## config.mk

```make
export PLATFORM = sky130hd
export DESIGN_NAME = mdp_pi_ctrl
export DESIGN_NICKNAME = d
export VERILOG_FILES = /design/src/sv/mdp_pi_pkg.sv /design/src/sv/mdp_pi_ctrl.sv
export SDC_FILE = /design/constraint.sdc
export NUM_CORES = 1
export LEC_CHECK = 0
export BUFFER_PORTS_ARGS = -buffer_cell sky130_fd_sc_hd__buf_2
export CAP_MARGIN = 20
export CORE_MARGIN = 1.5
export CORE_UTILIZATION = 45
export CTS_BUF_LIST = sky130_fd_sc_hd__clkbuf_8
export DETAILED_ROUTE_END_ITERATION = 12
export PLACE_DENSITY = 0.71
export SLEW_MARGIN = 10
export SYNTH_ARGS = -nofsm -noshare
export SYNTH_HDL_FRONTEND = slang
export SYNTH_SLANG_ARGS = --single-unit
```

## constraint.sdc

```tcl
create_clock -name clk -period 5.7 [get_ports clk]
set_clock_uncertainty 0.15 [all_clocks]
set_input_delay 1.71 -clock clk [delete_from_list [all_inputs] [get_ports clk]]
set_output_delay 1.71 -clock clk [all_outputs]
set_load 0.02 [all_outputs]
```

## src/sv/mdp_pi_pkg.sv

```systemverilog
`default_nettype none
package mdp_pi_pkg;

  localparam int NUM_STATES_DEF   = 16;
  localparam int NUM_ACTIONS_DEF  = 4;
  localparam int NUM_OUTCOMES_DEF = 3;
  localparam int VALUE_WIDTH_DEF  = 32;

  // Configuration register map
  localparam int CFG_IDX_W = 3;
  localparam logic [CFG_IDX_W-1:0] REG_DISCOUNT      = 3'd0;
  localparam logic [CFG_IDX_W-1:0] REG_TOLERANCE     = 3'd1;
  localparam logic [CFG_IDX_W-1:0] REG_MAX_SWEEPS    = 3'd2;
  localparam logic [CFG_IDX_W-1:0] REG_MAX_ROUNDS    = 3'd3;
  localparam logic [CFG_IDX_W-1:0] REG_STATES_IN_USE = 3'd4;

  localparam logic [15:0] DISCOUNT_RST      = 16'd64881;
  localparam logic [15:0] TOLERANCE_RST     = 16'd0;
  localparam logic [15:0] MAX_SWEEPS_RST    = 16'd4096;
  localparam logic [7:0]  MAX_ROUNDS_RST    = 8'd64;
  localparam logic [4:0]  STATES_IN_USE_RST = 5'd16;

  // Datapath operations issued by the controller, one per cycle
  typedef enum logic [3:0] {
    OP_NONE,
    OP_LOAD,
    OP_SOLVE_INIT,
    OP_ROUND_INIT,
    OP_TREAD,
    OP_VREAD,
    OP_MUL,
    OP_INNER,
    OP_PMUL,
    OP_ACC,
    OP_PREAD,
    OP_EWRITE,
    OP_SWEEP,
    OP_IMPROVE,
    OP_POLWRITE,
    OP_EMIT
  } dp_op_t;

  typedef struct packed {
    dp_op_t op;
    logic   eval;   // evaluation pass: follow policy, honor done flags
    logic   first;  // first sweep: previous values read as zero
    logic   bank;   // value bank holding previous values
    logic   slot0;  // accumulating outcome slot zero
    logic   last;   // final result of a solve
  } dp_cmd_t;

  typedef struct packed {
    logic big_gt_tol;
    logic stable;
  } dp_status_t;

endpackage
`default_nettype wire

```

## src/sv/mdp_pi_ctrl.sv

```systemverilog
`default_nettype none
module mdp_pi_ctrl #(
  parameter int NUM_STATES   = 16,
  parameter int NUM_ACTIONS  = 4,
  parameter int NUM_OUTCOMES = 3
) (
  input  wire logic                               clk,
  input  wire logic                               rst_n,
  input  wire logic                               start,
  input  wire logic                               in_command,
  input  wire logic [$clog2(NUM_STATES+1)-1:0]    used,
  input  wire logic [15:0]                        max_sweeps,
  input  wire logic [7:0]                         max_rounds,
  input  wire mdp_pi_pkg::dp_status_t             status,
  output logic                                    busy,
  output mdp_pi_pkg::dp_cmd_t                     cmd,
  output logic [$clog2(NUM_STATES)-1:0]           s_idx,
  output logic [$clog2(NUM_ACTIONS)-1:0]          a_idx,
  output logic [((NUM_OUTCOMES > 1) ? $clog2(NUM_OUTCOMES) : 1)-1:0] o_idx
);
  import mdp_pi_pkg::*;

  localparam int SW = $clog2(NUM_STATES);
  localparam int AW = $clog2(NUM_ACTIONS);
  localparam int OW = (NUM_OUTCOMES > 1) ? $clog2(NUM_OUTCOMES) : 1;

  typedef enum logic [3:0] {
    S_IDLE, S_INIT, S_RINIT, S_TREAD, S_VREAD, S_MUL, S_INNER, S_PMUL, S_ACC,
    S_PREAD, S_EWRITE, S_SWEEP, S_IMP, S_POLW, S_ROUND, S_EMIT
  } state_t;

  state_t        state_r, state_nxt;
  logic [SW-1:0] s_r, s_nxt;
  logic [AW-1:0] a_r, a_nxt;
  logic [OW-1:0] o_r, o_nxt;
  logic [15:0]   sweep_r, sweep_nxt;
  logic [7:0]    round_r, round_nxt;
  logic          bank_r, bank_nxt;
  logic          first_r, first_nxt;
  logic          eval_r, eval_nxt;

  logic          s_last, a_last, o_last;
  logic [15:0]   sweep_cap;
  logic [7:0]    round_cap;
  logic          more_sweeps, more_rounds;

  assign s_last = (32'(s_r) + 32'd1) == 32'(used);
  assign a_last = 32'(a_r) == NUM_ACTIONS - 1;
  assign o_last = 32'(o_r) == NUM_OUTCOMES - 1;

  assign sweep_cap   = (max_sweeps == '0) ? 16'd1 : max_sweeps;
  assign round_cap   = (max_rounds == '0) ? 8'd1 : max_rounds;
  assign more_sweeps = status.big_gt_tol && ((17'(sweep_r) + 17'd1) < 17'(sweep_cap));
  assign more_rounds = !status.stable && ((9'(round_r) + 9'd1) < 9'(round_cap));

  always_comb begin
    state_nxt = state_r;
    s_nxt     = s_r;
    a_nxt     = a_r;
    o_nxt     = o_r;
    sweep_nxt = sweep_r;
    round_nxt = round_r;
    bank_nxt  = bank_r;
    first_nxt = first_r;
    eval_nxt  = eval_r;
    cmd.op    = OP_NONE;
    cmd.eval  = eval_r;
    cmd.first = first_r;
    cmd.bank  = bank_r;
    cmd.slot0 = (o_r == '0);
    cmd.last  = s_last;
    case (state_r)
      S_IDLE: begin
        if (start) begin
          if (in_command) begin
            state_nxt = S_INIT;
          end else begin
            cmd.op = OP_LOAD;
          end
        end
      end
      S_INIT: begin
        cmd.op    = OP_SOLVE_INIT;
        round_nxt = '0;
        state_nxt = S_RINIT;
      end
      S_RINIT: begin
        cmd.op    = OP_ROUND_INIT;
        first_nxt = 1'b1;
        sweep_nxt = '0;
        s_nxt     = '0;
        a_nxt     = '0;
        o_nxt     = '0;
        eval_nxt  = 1'b1;
        state_nxt = S_TREAD;
      end
      S_TREAD: begin
        cmd.op    = OP_TREAD;
        state_nxt = S_VREAD;
      end
      S_VREAD: begin
        cmd.op    = OP_VREAD;
        state_nxt = S_MUL;
      end
      S_MUL: begin
        cmd.op    = OP_MUL;
        state_nxt = S_INNER;
      end
      S_INNER: begin
        cmd.op    = OP_INNER;
        state_nxt = S_PMUL;
      end
      S_PMUL: begin
        cmd.op    = OP_PMUL;
        state_nxt = S_ACC;
      end
      S_ACC: begin
        cmd.op = OP_ACC;
        if (!o_last) begin
          o_nxt     = o_r + OW'(1);
          state_nxt = S_TREAD;
        end else begin
          o_nxt     = '0;
          state_nxt = eval_r ? S_PREAD : S_IMP;
        end
      end
      S_PREAD: begin
        cmd.op    = OP_PREAD;
        state_nxt = S_EWRITE;
      end
      S_EWRITE: begin
        cmd.op = OP_EWRITE;
        if (s_last) begin
          state_nxt = S_SWEEP;
        end else begin
          s_nxt     = s_r + SW'(1);
          state_nxt = S_TREAD;
        end
      end
      S_SWEEP: begin
        // Flip banks; stop on tolerance or cap, then improve
        cmd.op    = OP_SWEEP;
        bank_nxt  = ~bank_r;
        first_nxt = 1'b0;
        sweep_nxt = sweep_r + 16'd1;
        s_nxt     = '0;
        a_nxt     = '0;
        eval_nxt  = more_sweeps;
        state_nxt = S_TREAD;
      end
      S_IMP: begin
        cmd.op = OP_IMPROVE;
        if (a_last) begin
          state_nxt = S_POLW;
        end else begin
          a_nxt     = a_r + AW'(1);
          state_nxt = S_TREAD;
        end
      end
      S_POLW: begin
        cmd.op = OP_POLWRITE;
        a_nxt  = '0;
        if (s_last) begin
          state_nxt = S_ROUND;
        end else begin
          s_nxt     = s_r + SW'(1);
          state_nxt = S_TREAD;
        end
      end
      S_ROUND: begin
        round_nxt = round_r + 8'd1;
        s_nxt     = '0;
        state_nxt = more_rounds ? S_RINIT : S_EMIT;
      end
      S_EMIT: begin
        cmd.op = OP_EMIT;
        if (s_last) begin
          state_nxt = S_IDLE;
        end else begin
          s_nxt = s_r + SW'(1);
        end
      end
      default: state_nxt = S_IDLE;
    endcase
  end

  always_ff @(posedge clk) begin
    if (!rst_n) begin
      state_r <= S_IDLE;
      s_r     <= '0;
      a_r     <= '0;
      o_r     <= '0;
      sweep_r <= '0;
      round_r <= '0;
      bank_r  <= 1'b0;
      first_r <= 1'b1;
      eval_r  <= 1'b0;
    end else begin
      state_r <= state_nxt;
      s_r     <= s_nxt;
      a_r     <= a_nxt;
      o_r     <= o_nxt;
      sweep_r <= sweep_nxt;
      round_r <= round_nxt;
      bank_r  <= bank_nxt;
      first_r <= first_nxt;
      eval_r  <= eval_nxt;
    end
  end

  assign busy  = (state_r != S_IDLE);
  assign s_idx = s_r;
  assign a_idx = a_r;
  assign o_idx = o_r;

endmodule
`default_nettype wire

```

# After elaboration in Yosys (flattened, before gate mapping)
# Index checks and enable logic that the tools add are counted.
[word_totals]
ff_bits = 39
inputBits = 35
out_inout_bits = 18
wordCells = 88
[op_classes]
addsub = 8
magnitude_cmp = 2
n_eq_ne = 23
mux = 25
bitwise = 1
n_reduce_logical = 20
[op_table]
columns = ["op", "n"]
rows = [
  ["4-bit one-hot mux with 15 select lines", 2],
  ["4-bit 2-to-1 mux", 9],
  ["4-bit equality test (second input constant)", 8],
  ["16-bit one-hot mux with 2 select lines", 1],
  ["16-bit by 1-bit adder with 17-bit output (second input constant)", 1],
  ["17-bit by 16-bit less-than comparator with 1-bit output", 1],
  ["16-bit by 1-bit adder with 16-bit output (second input constant)", 1],
  ["4-bit by 3-bit equality test with 1-bit output (second input constant)", 4],
  ["16-bit zero test", 1],
  ["16-bit 2-to-1 mux", 1],
  ["8-bit one-hot mux with 2 select lines", 1],
  ["2-bit inequality test (second input constant)", 5],
  ["2-bit nonzero test", 5],
  ["8-bit by 1-bit adder with 9-bit output (second input constant)", 1],
  ["9-bit by 8-bit less-than comparator with 1-bit output", 1],
  ["3-bit OR reduction", 3],
  ["8-bit by 1-bit adder with 8-bit output (second input constant)", 1],
  ["4-bit by 2-bit equality test with 1-bit output (second input constant)", 2],
  ["8-bit zero test", 1],
  ["8-bit 2-to-1 mux", 1],
  ["2-bit one-hot mux with 2 select lines", 2],
  ["4-bit one-hot mux with 2 select lines", 1],
  ["4-bit by 1-bit adder with 5-bit output (second input constant)", 1],
  ["5-bit equality test", 1],
  ["17 further kinds", 24],
]

# Longest topological paths before layout
# Gate-level depths: netlist (run 1).
[depth]
ltp_word = 6
mapped_depth = 12
mapped_depth_nobuf = 12

# Worst setup path after synthesis (run 1)
# No wires, ideal clock.
[synth_path]
path_type = "input-to-output"
startpoint = "input port used[2]"
endpoint = "output port cmd[0] (netlist name)"
t_arrival_ns = 2.799
required_time_ns = 3.840
path_slack_ns = 1.041
path_stages = 5
n_path_buf = 2
cell_sequence = "and4b_1 a22oi_1 a2111oi_4 buf_2 buf_4"
[synth_via]
elab_chain_len = 1
[synth_rtl]
columns = ["element", "line_no", "text"]
rows = [
  ["from (decl)", "mdp_pi_ctrl.sv:11", "input wire logic [$clog2(NUM_STATES+1)-1:0] used,"],
  ["5-bit equality test", "mdp_pi_ctrl.sv:47", "assign s_last = (32'(s_r) + 32'd1) == 32'(used);"],
  ["to (decl)", "mdp_pi_ctrl.sv:16", "output mdp_pi_pkg::dp_cmd_t cmd,"],
]
# Every way passes these cells.

==> results of run 1 <==
## synth_stat cells (5+ instances only)
library cell,number,share of area
dfxtp_1,39,0.25
nor2_1,39,0.047
nand2_1,35,0.042
a21oi_1,30,0.048
ha_1,26,0.10
inv_1,26,0.031
o21ai_0,24,0.039
nand3_1,22,0.035
xnor2_1,18,0.051
clkbuf_1,16,0.019
nor2b_1,12,0.024
a22oi_1,11,0.027
nor3_1,11,0.018
xor2_1,10,0.028
nand4_1,8,0.016
nand2b_1,7,0.014
and3_1,6,0.012
and2_1,5,0.010
nor4_1,5,0.010
or3_1,5,0.010
## layout make-up
class,instances,area [sq um],share of cell area
clock inverters,2,35.0,0.00999
flip-flops and latches,39,781,0.223
clock buffers,6,82.6,0.0235
multi-input cells,329,2130,0.608
inverters,27,101,0.0289
repair buffers,54,275,0.0785
well taps,80,100,0.0285
## sequential cells by signal, indices dropped and copies added, names as in the netlist, 2 cells and up
name / cells
sweep_r: 16
a_idx: 2
round_r: 8
state_r: 4
o_idx: 2
s_idx: 4
## report_power, final
part,switching [W],internal (W),leakage [nW]
registers,0.0000167,0.000276,0.315
logic,0.0000711,0.0000454,1.18
clock network,0.000104,0.000142,0.0612
## stage by stage
stage / std cells / hold WS, ns / util / setup slack, ns
after floorplan: 417 / 0.336 / - / 1.04
after global placement: 529 / 0.358 / 0.502 / 0.909
after detailed placement: 529 / 0.369 / 0.502 / 0.865
after CTS: 537 / 0.381 / 0.519 / 0.862
after global routing: 537 / 0.404 / 0.519 / 0.776
final: 537 / 0.381 / 0.519 / 0.865
## worst register-to-register path, cell delays in order (launching register included)
cell	delay, ns
dfxtp_1	0.45
ha_1	0.28
nand3_1	0.12
nor3_1	0.63
nand3_1	0.19
xnor2_1	0.26
ha_1	0.29
a21oi_1	0.14
nor2_1	0.06
a2111oi_0	0.34
o21bai_1	0.11
a211o_1	0.27
a21oi_1	0.11
## final timing paths
path               from          to
min          sweep_r[3]  sweep_r[3]
max reg2reg  sweep_r[0]      eval_r
max             used[2]      cmd[0]
min reg2reg  sweep_r[3]  sweep_r[3]
## cells by family after synthesis
kind of cell / Yosys count / share of synthesized area
and+or+nand+nor: 170 / 0.279
muxes: 3 / 0.0104
xor gates and xnor gates: 28 / 0.0787
DFF: 39 / 0.251
adders and majority gates: 26 / 0.104
AOI/OAI and AO/OA: 102 / 0.212
buffers and inverters: 49 / 0.0647
## layer usage
layer  routed length (um)  share of wire  vias up  global-route usage
met5                    0              0        -                   0
met1                 3480           0.48     1404               0.273
met4                   75          0.010        0              0.0616
met2                 3340           0.46       69               0.327
li1                     -              -     1560                   -
met3                  308          0.043        7              0.0324
==> qor.yml, run 1 <==
run_status:
  status: "finished, final reports clean"
logic_synthesis:
  ys_warn_count: 0
  syn_nets: 478
  ys.flop_type: "dfxtp_1"
  synth_area_sq_um: 3120
  netlist_instances: 417
  ys_seq_elements: 39
  synth-edff-count: 0
  ys_seq_area_frac: 0.251
  synth_cell_types: 51
  async_flop_share: 0
  avgSynthCellArea_sq_um: 7.47
critical_path:
  cp.required_ns: 3.84
  cp_data_arrival_time_ns: 2.97
  cp_cell_sequence: "buf_2 > and4b_1 > a22oi_1 > a2111oi_4 > buf_4 > buf_2"
  critical_path_buf_inv_count: 3
  reg2regPathDepth: 12
  crit_family: "buffers and inverters"
  crit_cells: 6
  crit_top_cell: "buf_2"
  critPathMaxFanout: 12
  regToRegSetupSlack_ns: 2.24
  worst-setup-path-type: "primary input to output port"
  cp-start-kind: "primary input"
  endpoint_kind: "output port"
  cp_slowest_cell: "a2111oi_4"
  max_stage_delay_ns: 0.36
sta:
  timing.max_slew.rel_slack: 0.489
  setup_viol: 0
  fin_tns_setup_ns: 0
  grt_setup_unrepaired: "no"
  tightest_slew_ns: 0.766
  hold_viol: 0
  max_freq_mhz: 207
  fin_crit_sh: 0.848
  fin_crit_ns: 4.83
  slew_viol_final: 0
power:
  leakage_nw: 1.55
  ir_worst_vdd_v: 0.000143
  p_total_w: 0.000655
  power.density_nw_per_um2: 187
die:
  rows: 30
  coreArea_sq_um: 6760
  die_w_um: 86.2
  io_pins: 53
  initial_core_util: 0.461
  die_area_sq_um: 7430
  fp.dieH_um: 86.2
cts:
  cts_sinks: 39
  cts_buffers: 5
  clk_pin_slew_ns: 0.08
  cts_tree: "yes"
  clockBufferDepth: 2
  cts_setup_buffers: 0
  h-tree-depth: 2
  clk_latency_ns: 0.30
  cts_resized: 0
  cts-root-buf: "clkbuf_8"
  ctsHoldBuffers: 0
route:
  avgViaCountPerCell: 5.66
  routedWlPerCell_um: 13.4
  final_antenna_net_count: 0
  drt_wl_total_um: 7200
  num_vias: 3040
  drt-pass1-iter-count: 5
  drc: 0
  drtIter0Drc: 158
placed_design:
  place_congestion: 0.777
  place_area_sq_um: 3390
  hpwlAfterDp_um: 5280
  io_buffers: 52
run:
  max_cap_viol_count: 0
final_layout:
  fin_nets: 517
  final_cell_area_sq_um: 3510
  area_growth_pct: 12.6
  drive_gt1_frac: 0.158
  fillers: 673
  final_common_cell: "buf_2"
  final_cell_mix: "buf_2, nor2_1, dfxtp_1, nand2_1, a21oi_1"
  diodes: 0
grt:
  grt_pass1_wl_um: 12200
  antenna_found_initial: 0
  overflow: 0
  grt_usage: 0.201
  grt_max_degree: 25
  grt_pass1_vias: 2747
min_path:
  hold_path.class: "register to register"
  min_path_cells: 2
(Power assumes the default switching activity.)
==> run 2, diff against run 1 <==
Clock period 5.7 ns to 5 ns, I/O delays scaled along.
==> qor.yml, run 2 (same netlist as run 1, synthesis figures left out) <==
die:
  coreArea_sq_um: 6760
  rows: 30
  die_w_um: 86.2
  initial_core_util: 0.461
  io_pins: 53
  fp.dieH_um: 86.2
  die_area_sq_um: 7430
grt:
  grt_pass1_vias: 2670
  grt_pass1_wl_um: 11800
  grt_usage: 0.195
  grt_max_degree: 25
  overflow: 0
  antenna_found_initial: 0
route:
  final_antenna_net_count: 0
  num_vias: 3009
  drtIter0Drc: 172
  drt_wl_total_um: 7010
  drt-pass1-iter-count: 4
  drc: 0
  avgViaCountPerCell: 5.59
  routedWlPerCell_um: 13.0
power:
  power_frac_clock: 0.365
  p_int_w: 0.000515
  swShare: 0.296
  power_frac_seq: 0.455
  p_switching_w: 0.000217
  ir_worst_vdd_v: 0.000210
  leakage_nw: 1.55
  combPwrFrac: 0.180
  p_total_w: 0.000732
  power.density_nw_per_um2: 209
final_layout:
  top_regs: "sweep_r (16), round_r (8)"
  fillers: 658
  fin_nets: 518
  diodes: 0
  regMostFlops: "sweep_r"
  multi_input_area_sq_um: 2130
  largest_reg_flops: 16
  drive_gt1_frac: 0.159
  area_growth_pct: 12.7
  seq_area_sq_um: 781
  final_cell_area_sq_um: 3510
  final_common_cell: "buf_2"
  final_cell_mix: "buf_2, nor2_1, dfxtp_1, nand2_1, a21oi_1"
critical_path:
  max_stage_delay_ns: 0.41
  endpoint_kind: "output port"
  cp-start-kind: "primary input"
  critPathMaxFanout: 4
  crit_family: "compound AO/OA/AOI/OAI gates"
  cp_cell_sequence: "buf_2 > and4b_1 > a22oi_1 > a2111oi_4 > buf_2"
  regToRegSetupSlack_ns: 1.52
  reg2regPathDepth: 12
  cp_slowest_cell: "a2111oi_4"
  crit_top_cell: "buf_2"
  cp.required_ns: 3.35
  critical_path_buf_inv_count: 2
  cp_data_arrival_time_ns: 2.61
  reg2reg_to: "eval_r"
  worstReg2RegStart: "sweep_r[0]"
  worst-setup-path-type: "primary input to output port"
  crit_start: "used[2]"
placed_design:
  place_area_sq_um: 3400
  io_buffers: 52
  hpwlAfterDp_um: 5180
  place_congestion: 0.802
  pre_cts_slack_ns: 0.732
sta:
  tightest_slew_ns: 0.739
  fin_crit_ns: 4.26
  timing.max_slew.rel_slack: 0.504
  slew_viol_final: 0
  grt_setup_unrepaired: "no"
  setup_ws_ns: 0.742
  fin_tns_setup_ns: 0
  hold_viol: 0
  setup_viol: 0
  fin_crit_sh: 0.852
  max_freq_mhz: 235
cts:
  clk_latency_ns: 0.30
  clockBufferDepth: 2
  clk_pin_slew_ns: 0.07
  h-tree-depth: 2
  cts_buffers: 5
  cts_sinks: 39
  cts_tree: "yes"
  cts-root-buf: "clkbuf_8"
  ctsHoldBuffers: 0
  cts_setup_buffers: 0
  cts_resized: 0
min_path:
  hold_path.class: "register to register"
  hold_end: "first_r"
  min_path_cells: 2
  hp-start: "first_r"
run_status:
  status: "finished, final reports clean"
run:
  max_cap_viol_count: 0
run 2: metrics by stage:
stage,std cells,util,hold WS (ns)
3_5_place_dp,530,0.503,0.372
4_1_cts,538,0.520,0.385
2_1_floorplan,417,-,0.336
5_1_grt,538,0.520,0.408
6_report,538,0.520,0.384
3_3_place_gp,530,0.503,0.358
run 2: area by class of cell:
type,count,share of cell area
clock buffer,5,0.0196
clock inverter,3,0.0125
inverter,27,0.0289
multi-input combinational,329,0.608
sequential,39,0.222
tap,80,0.0285
timing repair buffer,55,0.0805
run 2: worst max path at each step:
stage                     endpoint  slack [ns]  cells past startpoint
after CTS                   cmd[0]        0.73                      5
after global routing        cmd[0]        0.68                      5
after floorplan             cmd[0]        0.76                      5
final                       cmd[0]        0.74                      5
after detailed placement    cmd[0]        0.73                      5
after global placement      cmd[0]        0.76                      5
run 2: worst reg2reg max path, cell delays in order, from the launching register on:
cell and delay [ns]:
dfxtp_1 0.43, ha_1 0.27, nand3_1 0.12, nor3_1 0.64, nand3_1 0.18, xnor2_1 0.23, ha_1 0.28, a21oi_1 0.16
nor2_1 0.06, a2111oi_0 0.38, o21bai_1 0.12, a211o_1 0.28, a21oi_1 0.11
run 2: per-layer routing:
metal  global-route usage  up-vias  routed length (um)
met5                    0        -                   0
met3               0.0305        5                 375
met4               0.0660        0                  57
li1                     -     1567                   -
met1                0.247     1368                3280
met2                0.339       69                3300
run 2: power by group through the flow:
stage	sequential (W)	clock (W)	combinational, W
after floorplan	0.000325	0	0.000105
after global placement	0.000341	0	0.000129
after detailed placement	0.000340	0	0.000132
after CTS	0.000333	0.000274	0.000133
after global routing	0.000336	0.000283	0.000148
final	0.000333	0.000267	0.000132
